## src/rtl/hcbd_pkg.sv

```systemverilog
// Package for the header-checked byte stream decryptor.
// Holds request/result payload types, phase and status codes, header constants.
// No dependencies.
`default_nettype none

package hcbd_pkg;

    typedef struct packed {
        logic [7:0] in_byte;
        logic       in_last;
    } req_t;

    typedef enum logic [1:0] {
        ST_OK          = 2'd0,
        ST_HDR_SHORT   = 2'd1,
        ST_BAD_MAGIC   = 2'd2,
        ST_PLAIN_SHORT = 2'd3
    } status_t;

    typedef struct packed {
        logic [7:0] out_byte;
        logic       out_has_byte;
        status_t    out_status;
        logic       out_end;
    } res_t;

    typedef enum logic [1:0] {
        PH_HEADER  = 2'd0,
        PH_COPY    = 2'd1,
        PH_DECRYPT = 2'd2,
        PH_DROP    = 2'd3
    } phase_t;

    localparam int          IDX_W      = 4;
    localparam int          LEN_W      = 24;
    localparam logic [3:0]  LEN_IDX0   = 4'hC;
    localparam logic [3:0]  LEN_IDX1   = 4'hD;
    localparam logic [3:0]  LEN_IDX2   = 4'hE;
    localparam logic [3:0]  KEY_IDX    = 4'hF;
    localparam logic [7:0]  MAGIC2     = 8'hFE;

    function automatic logic [7:0] magic_byte(input logic [1:0] i);
        logic [7:0] v;
        case (i)
            2'd0:    v = 8'h69;
            2'd1:    v = 8'h66;
            2'd2:    v = 8'h6D;
            default: v = 8'h74;
        endcase
        return v;
    endfunction

endpackage

`default_nettype wire

```

## src/rtl/header_checked_byte_stream_decryptor.sv

```systemverilog
// Top level of the header-checked byte stream decryptor.
// Request register, hcbd_core decode step, result register. Depends on hcbd_pkg, hcbd_core.
//
//  channel | valid      | stall      | payload
//  --------+------------+------------+-----------------------------------------
//  request | req_valid  | req_stall  | req_data : hcbd_pkg::req_t (byte, last)
//  result  | res_valid  | res_stall  | res_data : hcbd_pkg::res_t
//
// One request per cycle while no result stalls; the result is registered after the request.
// Header bytes and dropped bytes give no result unless last; every other byte gives one.
// Reset returns the decoder to the start of a file and empties both registers.
// A stalled result holds the request register; req_stall rises only then.
`default_nettype none

module header_checked_byte_stream_decryptor (
    input  wire logic          clk,
    input  wire logic          rst_n,
    input  wire logic          req_valid,
    output logic               req_stall,
    input  wire hcbd_pkg::req_t req_data,
    output logic               res_valid,
    input  wire logic          res_stall,
    output hcbd_pkg::res_t     res_data
);

    logic              in_valid_reg, in_valid_next;
    hcbd_pkg::req_t    in_data_reg;
    logic              out_valid_reg, out_valid_next;
    hcbd_pkg::res_t    out_data_reg;
    logic              out_free;
    logic              process;
    logic              accept;
    hcbd_pkg::res_t    core_res;
    logic              core_has;

    assign out_free  = !out_valid_reg || !res_stall;
    assign process   = in_valid_reg && out_free;
    assign req_stall = in_valid_reg && !out_free;
    assign accept    = req_valid && !req_stall;

    hcbd_core u_core (
        .clk     (clk),
        .rst_n   (rst_n),
        .step    (process),
        .req     (in_data_reg),
        .res     (core_res),
        .res_has (core_has)
    );

    always_comb
    begin
        in_valid_next = in_valid_reg;
        if (accept)
            in_valid_next = 1'b1;
        else if (process)
            in_valid_next = 1'b0;
        out_valid_next = out_valid_reg;
        if (out_free)
            out_valid_next = process && core_has;
    end

    always_ff @(posedge clk or negedge rst_n)
    begin
        if (!rst_n)
        begin
            in_valid_reg  <= 1'b0;
            out_valid_reg <= 1'b0;
        end
        else
        begin
            in_valid_reg  <= in_valid_next;
            out_valid_reg <= out_valid_next;
        end
    end

    always_ff @(posedge clk)
    begin
        if (accept)
            in_data_reg <= req_data;
        if (out_free)
            out_data_reg <= core_res;
    end

    assign res_valid = out_valid_reg;
    assign res_data  = out_data_reg;

    a_mid_has_byte: assert property (@(posedge clk) disable iff (!rst_n)
        res_valid && !res_data.out_end |-> res_data.out_has_byte)
        else $error("result without end carries no byte");

    a_mid_status_ok: assert property (@(posedge clk) disable iff (!rst_n)
        res_valid && !res_data.out_end |-> res_data.out_status == hcbd_pkg::ST_OK)
        else $error("status set on a result without end");

    a_empty_byte_zero: assert property (@(posedge clk) disable iff (!rst_n)
        res_valid && !res_data.out_has_byte |-> res_data.out_byte == 8'd0)
        else $error("byte field nonzero without payload");

    a_stall_needs_item: assert property (@(posedge clk) disable iff (!rst_n)
        req_stall |-> in_valid_reg && out_valid_reg && res_stall)
        else $error("request stalled with room to advance");

endmodule

`default_nettype wire

```

## src/rtl/hcbd_core.sv

```systemverilog
// Per-file state and single-step decode of one request byte.
// Depends on hcbd_pkg.
`default_nettype none

module hcbd_core (
    input  wire logic          clk,
    input  wire logic          rst_n,
    input  wire logic          step,
    input  wire hcbd_pkg::req_t req,
    output hcbd_pkg::res_t     res,
    output logic               res_has
);

    hcbd_pkg::phase_t                  phase_reg, phase_next;
    logic [hcbd_pkg::IDX_W-1:0]        header_index_reg, header_index_next;
    logic                              magic_good_reg, magic_good_next;
    logic [hcbd_pkg::LEN_W-1:0]        plain_remaining_reg, plain_remaining_next;
    logic [7:0]                        decrypt_key_reg, decrypt_key_next;

    always_ff @(posedge clk or negedge rst_n)
    begin
        if (!rst_n)
        begin
            phase_reg           <= hcbd_pkg::PH_HEADER;
            header_index_reg    <= '0;
            magic_good_reg      <= 1'b1;
            plain_remaining_reg <= '0;
            decrypt_key_reg     <= '0;
        end
        else if (step)
        begin
            phase_reg           <= phase_next;
            header_index_reg    <= header_index_next;
            magic_good_reg      <= magic_good_next;
            plain_remaining_reg <= plain_remaining_next;
            decrypt_key_reg     <= decrypt_key_next;
        end
    end

    always_comb
    begin
        logic [7:0]                 b;
        logic [hcbd_pkg::LEN_W-1:0] rem_dec;
        b                    = req.in_byte;
        rem_dec              = plain_remaining_reg - 1'b1;
        phase_next           = phase_reg;
        header_index_next    = header_index_reg;
        magic_good_next      = magic_good_reg;
        plain_remaining_next = plain_remaining_reg;
        decrypt_key_next     = decrypt_key_reg;
        res                  = '0;
        res.out_status       = hcbd_pkg::ST_OK;
        res_has              = 1'b0;

        case (phase_reg)
            hcbd_pkg::PH_HEADER:
            begin
                header_index_next = header_index_reg + 1'b1;
                case (header_index_reg) inside
                    [4'd0:4'd3]:
                        if (b != hcbd_pkg::magic_byte(header_index_reg[1:0]))
                            magic_good_next = 1'b0;
                    [4'd8:4'd11]:
                        if (b != hcbd_pkg::MAGIC2)
                            magic_good_next = 1'b0;
                    hcbd_pkg::LEN_IDX0:
                        plain_remaining_next = plain_remaining_reg | {16'd0, b};
                    hcbd_pkg::LEN_IDX1:
                        plain_remaining_next = plain_remaining_reg | {8'd0, b, 8'd0};
                    hcbd_pkg::LEN_IDX2:
                        plain_remaining_next = plain_remaining_reg | {b, 16'd0};
                    default: ;
                endcase
                if (header_index_reg == hcbd_pkg::KEY_IDX)
                begin
                    decrypt_key_next  = b - 8'd1;
                    header_index_next = '0;
                    if (!magic_good_reg)
                        phase_next = hcbd_pkg::PH_DROP;
                    else if (plain_remaining_reg == '0)
                        phase_next = hcbd_pkg::PH_DECRYPT;
                    else
                        phase_next = hcbd_pkg::PH_COPY;
                    if (req.in_last)
                    begin
                        res_has     = 1'b1;
                        res.out_end = 1'b1;
                        if (!magic_good_reg)
                            res.out_status = hcbd_pkg::ST_BAD_MAGIC;
                        else if (plain_remaining_reg != '0)
                            res.out_status = hcbd_pkg::ST_PLAIN_SHORT;
                        else
                            res.out_status = hcbd_pkg::ST_OK;
                    end
                end
                else if (req.in_last)
                begin
                    res_has        = 1'b1;
                    res.out_end    = 1'b1;
                    res.out_status = hcbd_pkg::ST_HDR_SHORT;
                end
            end
            hcbd_pkg::PH_COPY:
            begin
                plain_remaining_next = rem_dec;
                if (rem_dec == '0)
                    phase_next = hcbd_pkg::PH_DECRYPT;
                res_has          = 1'b1;
                res.out_byte     = b;
                res.out_has_byte = 1'b1;
                res.out_end      = req.in_last;
                if (req.in_last && rem_dec != '0)
                    res.out_status = hcbd_pkg::ST_PLAIN_SHORT;
            end
            hcbd_pkg::PH_DECRYPT:
            begin
                res_has          = 1'b1;
                res.out_byte     = decrypt_key_reg - b;
                res.out_has_byte = 1'b1;
                res.out_end      = req.in_last;
            end
            default:
            begin
                if (req.in_last)
                begin
                    res_has        = 1'b1;
                    res.out_end    = 1'b1;
                    res.out_status = hcbd_pkg::ST_BAD_MAGIC;
                end
            end
        endcase

        if (req.in_last)
        begin
            phase_next           = hcbd_pkg::PH_HEADER;
            header_index_next    = '0;
            magic_good_next      = 1'b1;
            plain_remaining_next = '0;
            decrypt_key_next     = '0;
        end
    end

endmodule

`default_nettype wire

```

## config.mk

```make
export PLATFORM = sky130hd
export DESIGN_NAME = header_checked_byte_stream_decryptor
export DESIGN_NICKNAME = d
export VERILOG_FILES = /design/src/rtl/hcbd_pkg.sv /design/src/rtl/header_checked_byte_stream_decryptor.sv /design/src/rtl/hcbd_core.sv
export SDC_FILE = /design/constraint.sdc
export NUM_CORES = 1
export LEC_CHECK = 0
export BUFFER_PORTS_ARGS = -buffer_cell sky130_fd_sc_hd__buf_4
export CORE_UTILIZATION = 50
export CTS_CLUSTER_DIAMETER = 80
export DETAILED_ROUTE_END_ITERATION = 8
export GPL_TIMING_DRIVEN = 1
export PLACE_DENSITY = 0.77
export SLEW_MARGIN = 15
export SYNTH_ARGS = -nofsm -noshare
export SYNTH_HDL_FRONTEND = slang
export SYNTH_HIERARCHICAL = 1
export SYNTH_SLANG_ARGS = --single-unit
```

## constraint.sdc

```tcl
create_clock -name clk -period 3.4 [get_ports clk]
set_input_delay 0.34 -clock clk [delete_from_list [all_inputs] [get_ports clk]]
set_output_delay 0.34 -clock clk [all_outputs]
set_load 0.05 [all_outputs]
```

==> Word-level counts from Yosys, hierarchy flattened <==
Index checks and enable logic that the tools add are counted.
{ "word_totals": {"latch_bits": 0, "word_cells": 112, "mem_count": 0, "register_bits": 62, "ramBits": 0, "out_inout_bits": 14, "mem_bits_ro": 0, "input_bits": 13} }
{ "classes": {"bitwise_logic": 3, "order_cmp": 4, "n_mul": 0, "n_eq_ne": 16, "div_mod_pow": 0, "shift": 0, "n_reduce_logical": 30, "add_sub_neg": 4, "mux": 42} }
{ "op_table": {"columns": ["operator", "n"], "rows": [
  ["24-bit two-way mux", 6],
  ["24-bit logical NOT", 2],
  ["24-bit one-hot mux with 2 select lines", 1],
  ["24-bit nonzero test", 2],
  ["8-bit two-way mux", 5],
  ["24-bit by 16-bit OR with 24-bit output", 1],
  ["24-bit OR", 1],
  ["24-bit by 8-bit OR with 24-bit output", 1],
  ["24-bit by 1-bit subtractor with 24-bit output, second input constant", 1],
  ["2-bit two-way mux", 9],
  ["9-bit one-hot mux with 2 select lines", 1],
  ["4-bit == test, second input constant", 4],
  ["5-bit one-hot mux with 3 select lines", 1],
  ["4-bit two-way mux", 3],
  ["1-bit two-way mux", 10],
  ["5-bit AND reduction", 2],
  ["3-bit two-way mux", 3],
  ["3-bit != test, second input constant", 3],
  ["3-bit nonzero test", 3],
  ["8-bit != test", 1],
  ["8-bit != test, second input constant", 1],
  ["8-bit by 1-bit subtractor with 8-bit output, second input constant", 1],
  ["8-bit subtractor", 1],
  ["1-bit logical AND", 7],
  ["20 further kinds", 29]
]} }

==> Logic depth before layout (Yosys ltp) <==
Gate-level depths: netlist of run 1.
{ "logic_depth": {"depth_word": 9, "depth_mapped": 10, "depth_no_buf": 10} }

==> Cells and area by module <==
The synthesis of run 1 kept the hierarchy.
{ "modules_own_cells": {"columns": ["module", "seq_area_each_um2", "area_per_inst_um2", "n_inst", "cells_per_inst"], "rows": [
  ["hcbd_core", 977.2, 3577.2, 1, 461],
  ["header_checked_byte_stream_decryptor", 680.7, 724.4, 1, 31]
]} }

==> Worst setup path before layout of run 1 <==
Ideal clock, no wire load.
{ "synth_path": {"path_kind": "reg-to-reg", "startpoint": "register u_core/plain_remaining_reg[0] (netlist bit)", "endpoint": "register out_data_reg (netlist bit res_data[1]) (data pin)", "required_time_ps": 3127, "path_stages_with_launch": 10, "setup_slack_ps": 593, "path_buffers": 1, "setup_time_ps": 273, "arrival_ps": 2535, "path_cell_list": "dfrtp_1 -> inv_1 -> ha_1 -> or3b_1 -> clkbuf_1 -> o31a_2 -> or2_2 -> or3_1 -> o41ai_2 -> a211oi_2"} }
{ "synth_rtl": {"columns": ["element", "line_no", "source"], "rows": [
  ["start: declaration", "hcbd_core.sv:17", "logic [hcbd_pkg::LEN_W-1:0] plain_remaining_reg, plain_remaining_next;"],
  ["start signal: assignment", "hcbd_core.sv:35", "plain_remaining_reg <= plain_remaining_next;"],
  ["end signal: assignment", "header_checked_byte_stream_decryptor.sv:81", "out_data_reg <= core_res;"],
  ["end: declaration", "header_checked_byte_stream_decryptor.sv:29", "hcbd_pkg::res_t out_data_reg;"]
]} }

==> results.toml, run 1 <==
[hold_path]
hold_class = "in2reg"

[clocking]
path_clk_slew_ps = 70
cts_tree = "built"
post-cts-setup-buffers = 0
cts.path.max_buffers = 2
htreeDepth = 3
cts.sinks = 62
worstSkewPairLatency_ps = 350
numCtsBuffers = 9
cts_root_buffer = "clkbuf_8"

[place]
gp_congestion = 0.934
io_buffer_count = 26
dp_slack_ps = 425
post_dp_cell_area_sq_um = 4580
place_hpwl_um = 8120

[flow_run]
cap_violations = 0

[sta]
setup_ws_ps = 317
relSlewSlack = 0.265
setup_tns_ps = 0
tightest_slew_ps = 1100
fin_skew_ps = 11.5
hold_viol_final = 0
period_needed_ps = 3080
rsz0062_at_grt = "no"
drv_slew = 0
fin_crit_sh = 0.907
setup_viol = 0
max_freq_mhz = 324

[finish]
largest_reg_flops = 24
mostFrequentLayoutCell = "nor2_1"
final_util = 0.582
nets = 544
mostFrequentLayoutCells = "43 x nor2_1, 40 x dfrtp_1, 38 x nand2_1, 38 x buf_4, 35 x o21ai_0"
post_route_cells_drive_above_1_share = 0.140
final_cell_area_sq_um = 4800
seq_area_sq_um = 1660
fillCellCount = 739
multiInputGateArea_sq_um = 2400
num_antenna_cells = 0
syn2layout_area_growth_pct = 11.7

[global_route]
grt_overflow = 0
grt_usage = 0.277
grt_antenna_before_repair = 0
grt_max_degree = 42
grt_pass1_wl_um = 18600
grt_pass1_vias = 3634

[route]
initialDrtViolationCount = 349
wl_met2_um = 5580
dr.max_layer_used = "met4"
drt-met1-wl_um = 4910
wl_um = 11700
drtAntennaViolNets = 0
wl_per_cell_um = 18.9
dr_total_vias = 3988
viasPerCell = 6.42
drc = 0
first_pass_iters = 5
wl_met3_um = 865

[synthesis]
ys.flop_type = "dfrtp_1"
syn-cell-area_sq_um = 4300
syn_area_per_cell_sq_um = 8.74
synth_compound_area_frac = 0.218
synthArstFlopShare = 0.661
synthCells = 492
muxShareOfSynthArea = 0
syn_nets = 525
synth_seq_area_share = 0.385
synth_top_family_by_area = "simple AND/OR/NAND/NOR gates"
ys_types = 72
synth_warnings = 6
synth_fa_ha_area_frac = 0.0599
synth_xor_area_frac = 0.0448
synth_seq_cells = 62
yosys.area_share.simple = 0.236
synth_edf_count = 21

[worst_setup_path]
worstPathArrival_ps = 3170
crit_type = "reg2reg"
cp-start-kind = "flip-flop"
crit_required_ps = 3490
crit_chain = "inv_1 -> ha_1 -> nor4b_2 -> nand2_1 -> o41ai_4 -> nand4_1 -> o41ai_2 -> a211oi_2"
critical-path-max-stage-delay_ps = 500
cp_max_fo = 10
end_kind = "flip-flop"
slowest_stage = "nor4b_2"

[outcome]
status = "complete, no violations"

[pwr]
ir_drop_v = 0.000282
power_leakage_nw = 1.94
powerDensity_nw_per_um2 = 497

[floorplan]
start_util = 0.521
core-area_sq_um = 8260
die_w_um = 94.8
die_height_um = 94.8
io_pins = 27
die_area_sq_um = 8980
rows = 33
-- Yosys cell counts (8+ instances only) --
master,n,area [sq um]
nor2_1,43,161
dfrtp_1,40,1000
nand2_1,38,143
o21ai_0,35,175
a21oi_1,32,160
inv_1,26,97.6
nor3_1,23,115
clkbuf_1,22,82.6
edfxtp_1,21,631
ha_1,19,238
xnor2_1,14,123
nand4_1,13,81.3
nor4_1,12,75.1
or3_1,10,62.6
nand3_1,9,45.0
o31ai_1,9,67.6
nor2b_1,8,50.1
xor2_1,8,70.1
-- cell type report --
class	count	area share
clock buffers	10	0.0310
clock inverters	6	0.0141
inverters	27	0.0211
multi-input cells	372	0.500
flip-flops and latches	62	0.345
well taps	105	0.0274
repair buffers	39	0.0615
-- through the flow --
stage / hold WS (ps) / total power [mW] / instances
2_1_floorplan: 44.4 / 1.49 / 492
3_3_place_gp: 368 / 1.64 / 604
3_5_place_dp: 374 / 1.67 / 604
4_1_cts: 155 / 2.38 / 621
5_1_grt: 155 / 2.50 / 621
6_report: 164 / 2.39 / 621
-- final timing paths --
check                           slack (ps)                       endpoint  cells after the start                          start
worst max-delay path                   320                    res_data[1]                      8  u_core/plain_remaining_reg[1]
worst min-delay path                   160                 in_data_reg[2]                      1                    req_data[2]
worst max register to register         320                    res_data[1]                      8  u_core/plain_remaining_reg[1]
worst min register to register         500      u_core/decrypt_key_reg[0]                      2      u_core/decrypt_key_reg[0]
max in group asynchronous             2490          u_core/magic_good_reg                      2                          rst_n
min in group asynchronous              530  u_core/plain_remaining_reg[7]                      2                          rst_n
-- routing by layer --
metal | vias to the layer above | track usage
met4 | 0 | 0.130
met3 | 35 | 0.0322
met2 | 190 | 0.439
met5 | - | 0
li1 | 1848 | -
met1 | 1915 | 0.378
-- logic make-up after synthesis --
logic type	after synthesis
compound gates	138
xor+xnor	22
fa+ha+maj	20
buf+inv	58
flops	62
simple gates	192
-- timing repair --
action                                 CTS  global route
endpoints found under the hold margin    8             0
hold buffers                             1             0
resized for setup                        0             0
-- power by group --
group          leakage, nW  internal (mW)  switching, mW  total (mW)
registers            0.753          0.863          0.118       0.981
clock network        0.104          0.385          0.326       0.711
logic                 1.09          0.272          0.425       0.696
-- worst max-delay path: cells and delay by family (launching register included) --
| kind | cells | cell delay (ps) |
|---|---|---|
| compound gates | 3 | 1030 |
| fa+ha+maj | 1 | 250 |
| buf+inv | 1 | 100 |
| flops | 1 | 390 |
| simple gates | 3 | 1050 |
Power figures use the tool's default switching activity.
==> run 2, diff against run 1 <==
Settings changed: MAX_ROUTING_LAYER set to met4.
==> run 2 against run 1 <==
- maximum frequency increased by 0.89%
- critical path type unchanged
- combinational power shrank 1%
- clock skew is 1.9 ps lower
- worst setup slack better by 27 ps
- die area unchanged
- global-route usage is 1.4 points higher
- sequential power grew 0.6%
==> results.toml, run 2 (same netlist as run 1, synthesis figures left out) <==
[flow_run]
cap_violations = 0

[route]
first_pass_iters = 5
drc = 0
viasPerCell = 6.36
dr.max_layer_used = "met4"
wl_per_cell_um = 19.0
wl_um = 11800
drtAntennaViolNets = 0
initialDrtViolationCount = 273
wl_met3_um = 723
dr_total_vias = 3942
drt-met1-wl_um = 5220
wl_met2_um = 5480

[global_route]
grt_overflow = 0
grt_pass1_vias = 3817
grt_usage = 0.292
grt_pass1_wl_um = 19200
grt_antenna_before_repair = 0
grt_max_degree = 42

[floorplan]
die_height_um = 94.8
io_pins = 27
core-area_sq_um = 8260
start_util = 0.521
die_w_um = 94.8
die_area_sq_um = 8980
rows = 33

[sta]
period_needed_ps = 3060
fin_skew_ps = 9.55
relSlewSlack = 0.443
tightest_slew_ps = 830
setup_tns_ps = 0
fin_crit_sh = 0.899
max_freq_mhz = 327
setup_viol = 0
drv_slew = 0
hold_viol_final = 0
rsz0062_at_grt = "no"

[clocking]
cts.path.max_buffers = 2
worstSkewPairLatency_ps = 340
cts_resized = 0
post-cts-setup-buffers = 0
cts_root_buffer = "clkbuf_8"
path_clk_slew_ps = 80
numCtsBuffers = 9
cts.sinks = 62
cts_tree = "built"
htreeDepth = 3

[worst_setup_path]
worstPathArrival_ps = 3140
crit_required_ps = 3480
regToRegSetupSlack_ps = 340
end_kind = "flip-flop"
cp_max_fo = 10
crit_type = "reg2reg"
cp-start-kind = "flip-flop"

[pwr]
power_leakage_nw = 1.94
powerDensity_nw_per_um2 = 503
total_power_mw = 2.42
ir_drop_v = 0.000277

[finish]
post_route_cells_drive_above_1_share = 0.138
nets = 543
fillCellCount = 746
largest_reg_flops = 24
mostFrequentLayoutCells = "43 x nor2_1, 40 x dfrtp_1, 38 x nand2_1"
mostFrequentLayoutCell = "nor2_1"
num_antenna_cells = 0
syn2layout_area_growth_pct = 11.6

[outcome]
status = "complete, no violations"

[place]
gp_congestion = 0.947
place_hpwl_um = 8230
io_buffer_count = 26

[hold_path]
hold_class = "in2reg"
-- run 2: repair_timing --
| item | in CTS | in global routing |
|---|---|---|
| setup endpoints to repair | 0 | 0 |
| endpoints found under the hold margin | 36 | 0 |
| hold buffers | 1 | 0 |
-- run 2: final cells by class --
cell class              instances  area [sq um]  area share
inverters                      27           101      0.0211
repair buffers                 38           288      0.0599
clock buffers                   9           124      0.0258
multi-input cells             372          2400       0.500
flip-flops and latches         62          1660       0.345
clock inverters                 7          98.8      0.0206
well taps                     105           131      0.0274
-- run 2: path summary, 6_finish.rpt --
kind / startpoint / to / cells past startpoint
worst max register to register: u_core/plain_remaining_reg[1] / res_data[2] / 8
min in group asynchronous: rst_n / u_core/plain_remaining_reg[7] / 2
worst min register to register: u_core/decrypt_key_reg[0] / u_core/decrypt_key_reg[0] / 2
worst min-delay path: req_data[8] / in_data_reg[8] / 1
max in group asynchronous: rst_n / u_core/plain_remaining_reg[21] / 2
worst max-delay path: u_core/plain_remaining_reg[1] / res_data[2] / 8
-- run 2: metrics by stage --
step	worst slack [ps]	hold WS, ps	utilization	cell area (sq um)	std cells
final	344	166	0.582	4800	620
after detailed placement	445	362	0.553	4570	603
after CTS	411	154	0.582	4800	620
after floorplan	593	44.4	-	4300	492
after global routing	80.8	146	0.582	4800	620
after global placement	497	365	0.553	4570	603
-- run 2: critical path: stages, from the launching register on --
cell and delay, ps:
dfrtp_1 400, inv_1 110, ha_1 240, nor4b_2 480, nand2_1 390, o41ai_4 450, nand4_1 170, o41ai_2 440
a21oi_1 120
-- run 2: per-layer routing --
layer  up-vias  track usage
li1       1846            -
met3        29       0.0443
met5         -            -
met1      1909        0.392
met4         0        0.126
met2       158        0.437
-- run 2: power breakdown --
part / internal, mW / switching [mW]
Clock: 0.415 / 0.326
Sequential: 0.863 / 0.124
Combinational: 0.271 / 0.416
==> run 3, diff against run 2 <==
--- a/config.mk
+++ b/config.mk
@@ -14,2 +14,3 @@
 export PLACE_DENSITY = 0.77
+export RECOVER_POWER = 100
 export SLEW_MARGIN = 15
==> constraint.sdc (replaced) <==
create_clock -name clk -period 3.4 [get_ports clk]
set_input_delay 0.17 -clock clk [delete_from_list [all_inputs] [get_ports clk]]
set_output_delay 0.17 -clock clk [all_outputs]
set_load 0.05 [all_outputs]
==> run 3 against run 2 <==
- the flow now finishes with violations (capacitance limit, slew limit)
- sequential power about the same
- first-iteration DRC count up 7.7%
- final cell count up 1.5%
- global-route usage rose by 1.6 points
- power increased by 0.11%
- via count is 3.0% higher
- routed wire length grew 4.2%
- maximum frequency increased by 1.0%
- combinational power barely moved
- clock skew grew 1.5 ps
==> results.toml, run 3 (same netlist as run 1, synthesis figures left out) <==
[clocking]
path_clk_slew_ps = 80
cts_root_buffer = "clkbuf_8"
cts.sinks = 62
cts_tree = "built"
cts.path.max_buffers = 2
numCtsBuffers = 9
cts_resized = 0
worstSkewPairLatency_ps = 350
htreeDepth = 3

[sta]
hold_viol_final = 0
setup_ws_ps = 375
tightest_slew_ps = 2330
rsz0062_at_grt = "no"
drv_slew = 42
fin_skew_ps = 11.0
setup_viol = 0
fin_crit_sh = 0.890
max_freq_mhz = 331
period_needed_ps = 3030
setup_tns_ps = 0
relSlewSlack = -0.552
fin_hold_ws_ps = 29.0

[finish]
largest_reg_flops = 24
post_route_cells_drive_above_1_share = 0.0954
mostFrequentLayoutCell = "nor2_1"
mostFrequentLayoutCells = "43 x nor2_1, 40 x dfrtp_1, 38 x nand2_1"
syn2layout_area_growth_pct = 11.9
seq_area_sq_um = 1660
fillCellCount = 740
multiInputGateArea_sq_um = 2390
final_cell_count_no_fill = 629
nets = 552
num_antenna_cells = 0

[worst_setup_path]
cp_max_fo = 10
crit_type = "reg2reg"
worstRegToRegCells = 8
rr_startpoint = "u_core/plain_remaining_reg[0]"
worstPathArrival_ps = 3110
cp-start-kind = "flip-flop"
crit_required_ps = 3490
r2r_end = "res_data[1]"
end_kind = "flip-flop"
regToRegSetupSlack_ps = 370

[route]
wl_per_cell_um = 19.5
initialDrtViolationCount = 294
dr.max_layer_used = "met4"
drt-met1-wl_um = 5090
first_pass_iters = 5
drc = 0
wl_met3_um = 829
drtAntennaViolNets = 0
wl_met2_um = 5960
viasPerCell = 6.45
wl_um = 12300
dr_total_vias = 4059

[floorplan]
die_w_um = 94.8
io_pins = 27
start_util = 0.521
rows = 33
core-area_sq_um = 8260
die_height_um = 94.8
die_area_sq_um = 8980

[hold_path]
hold_class = "in2reg"
whs_endpoint = "in_valid_reg"
hold_path_depth = 2
min_from = "req_valid"

[outcome]
failed_checks = "capacitance limit, slew limit"
status = "complete, but fails checks"

[place]
io_buffer_count = 26
dp_slack_ps = 441
gp_congestion = 0.944
placedCellCount = 603
place_hpwl_um = 8190

[global_route]
grt_max_degree = 42
grt_overflow = 0
grt_pass1_wl_um = 20000
grt_pass1_vias = 3999
grt_antenna_before_repair = 0
grt_usage = 0.307

[pwr]
total_power_mw = 2.42
powerDensity_nw_per_um2 = 503
ir_drop_v = 0.000287
power_leakage_nw = 1.90

[flow_run]
cap_violations = 1
-- run 3: changes by cell type in the layout (fill, tap and decap cells not counted), moves of 2 or more --
cell	change
and2_0	+3
and2_1	-3
buf_4	-28
clkbuf_1	+19
clkbuf_4	+9
dlygate4sd3_1	+9
o21ai_0	+2
o21ai_1	-2
-- run 3: worst max-delay path by stage --
stage | from | to | slack [ps] | cells after the start
6_report | u_core/plain_remaining_reg[0] | res_data[1] | 370 | 8
5_1_grt | res_valid | u_core/decrypt_key_reg[5] | 90 | 8
4_1_cts | u_core/plain_remaining_reg[0] | res_data[1] | 430 | 8
3_5_place_dp | u_core/plain_remaining_reg[0] | res_data[1] | 440 | 8
3_3_place_gp | u_core/plain_remaining_reg[0] | res_data[1] | 500 | 8
2_1_floorplan | u_core/plain_remaining_reg[0] | res_data[1] | 590 | 9
-- run 3: critical path: stages, from the launching register on --
cell,delay [ps]
dfrtp_1,440
inv_1,80
ha_1,220
nor4b_2,460
nand2_1,380
o41ai_4,450
nand4_1,170
o41ai_2,440
a211oi_2,110
-- run 3: cell type report --
class / instances / share of cell area
multi-input combinational: 372 / 0.497
sequential: 62 / 0.345
timing repair buffer: 47 / 0.0637
clock buffer: 9 / 0.0257
clock inverter: 7 / 0.0205
inverter: 27 / 0.0211
tap: 105 / 0.0273
-- run 3: report_power, final --
group / switching, mW / total [mW] / internal [mW]
clock network: 0.332 / 0.747 / 0.415
registers: 0.124 / 0.988 / 0.863
logic: 0.423 / 0.684 / 0.260
-- run 3: per-stage QoR --
step                 util  instance area [sq um]
floorplan               -                   4300
global placement    0.553                   4570
detailed placement  0.553                   4570
CTS                 0.592                   4890
global route        0.583                   4810
finish              0.583                   4810
-- run 3: what timing repair did --
item,CTS,global route
setup buffers,0,0
hold buffers,10,0
endpoints found under the hold margin,49,0
-- run 3: metal layers --
metal	track usage	vias to the layer above
li1	-	1851
met1	0.385	1960
met2	0.478	214
met3	0.0572	34
met4	0.149	0
met5	-	-
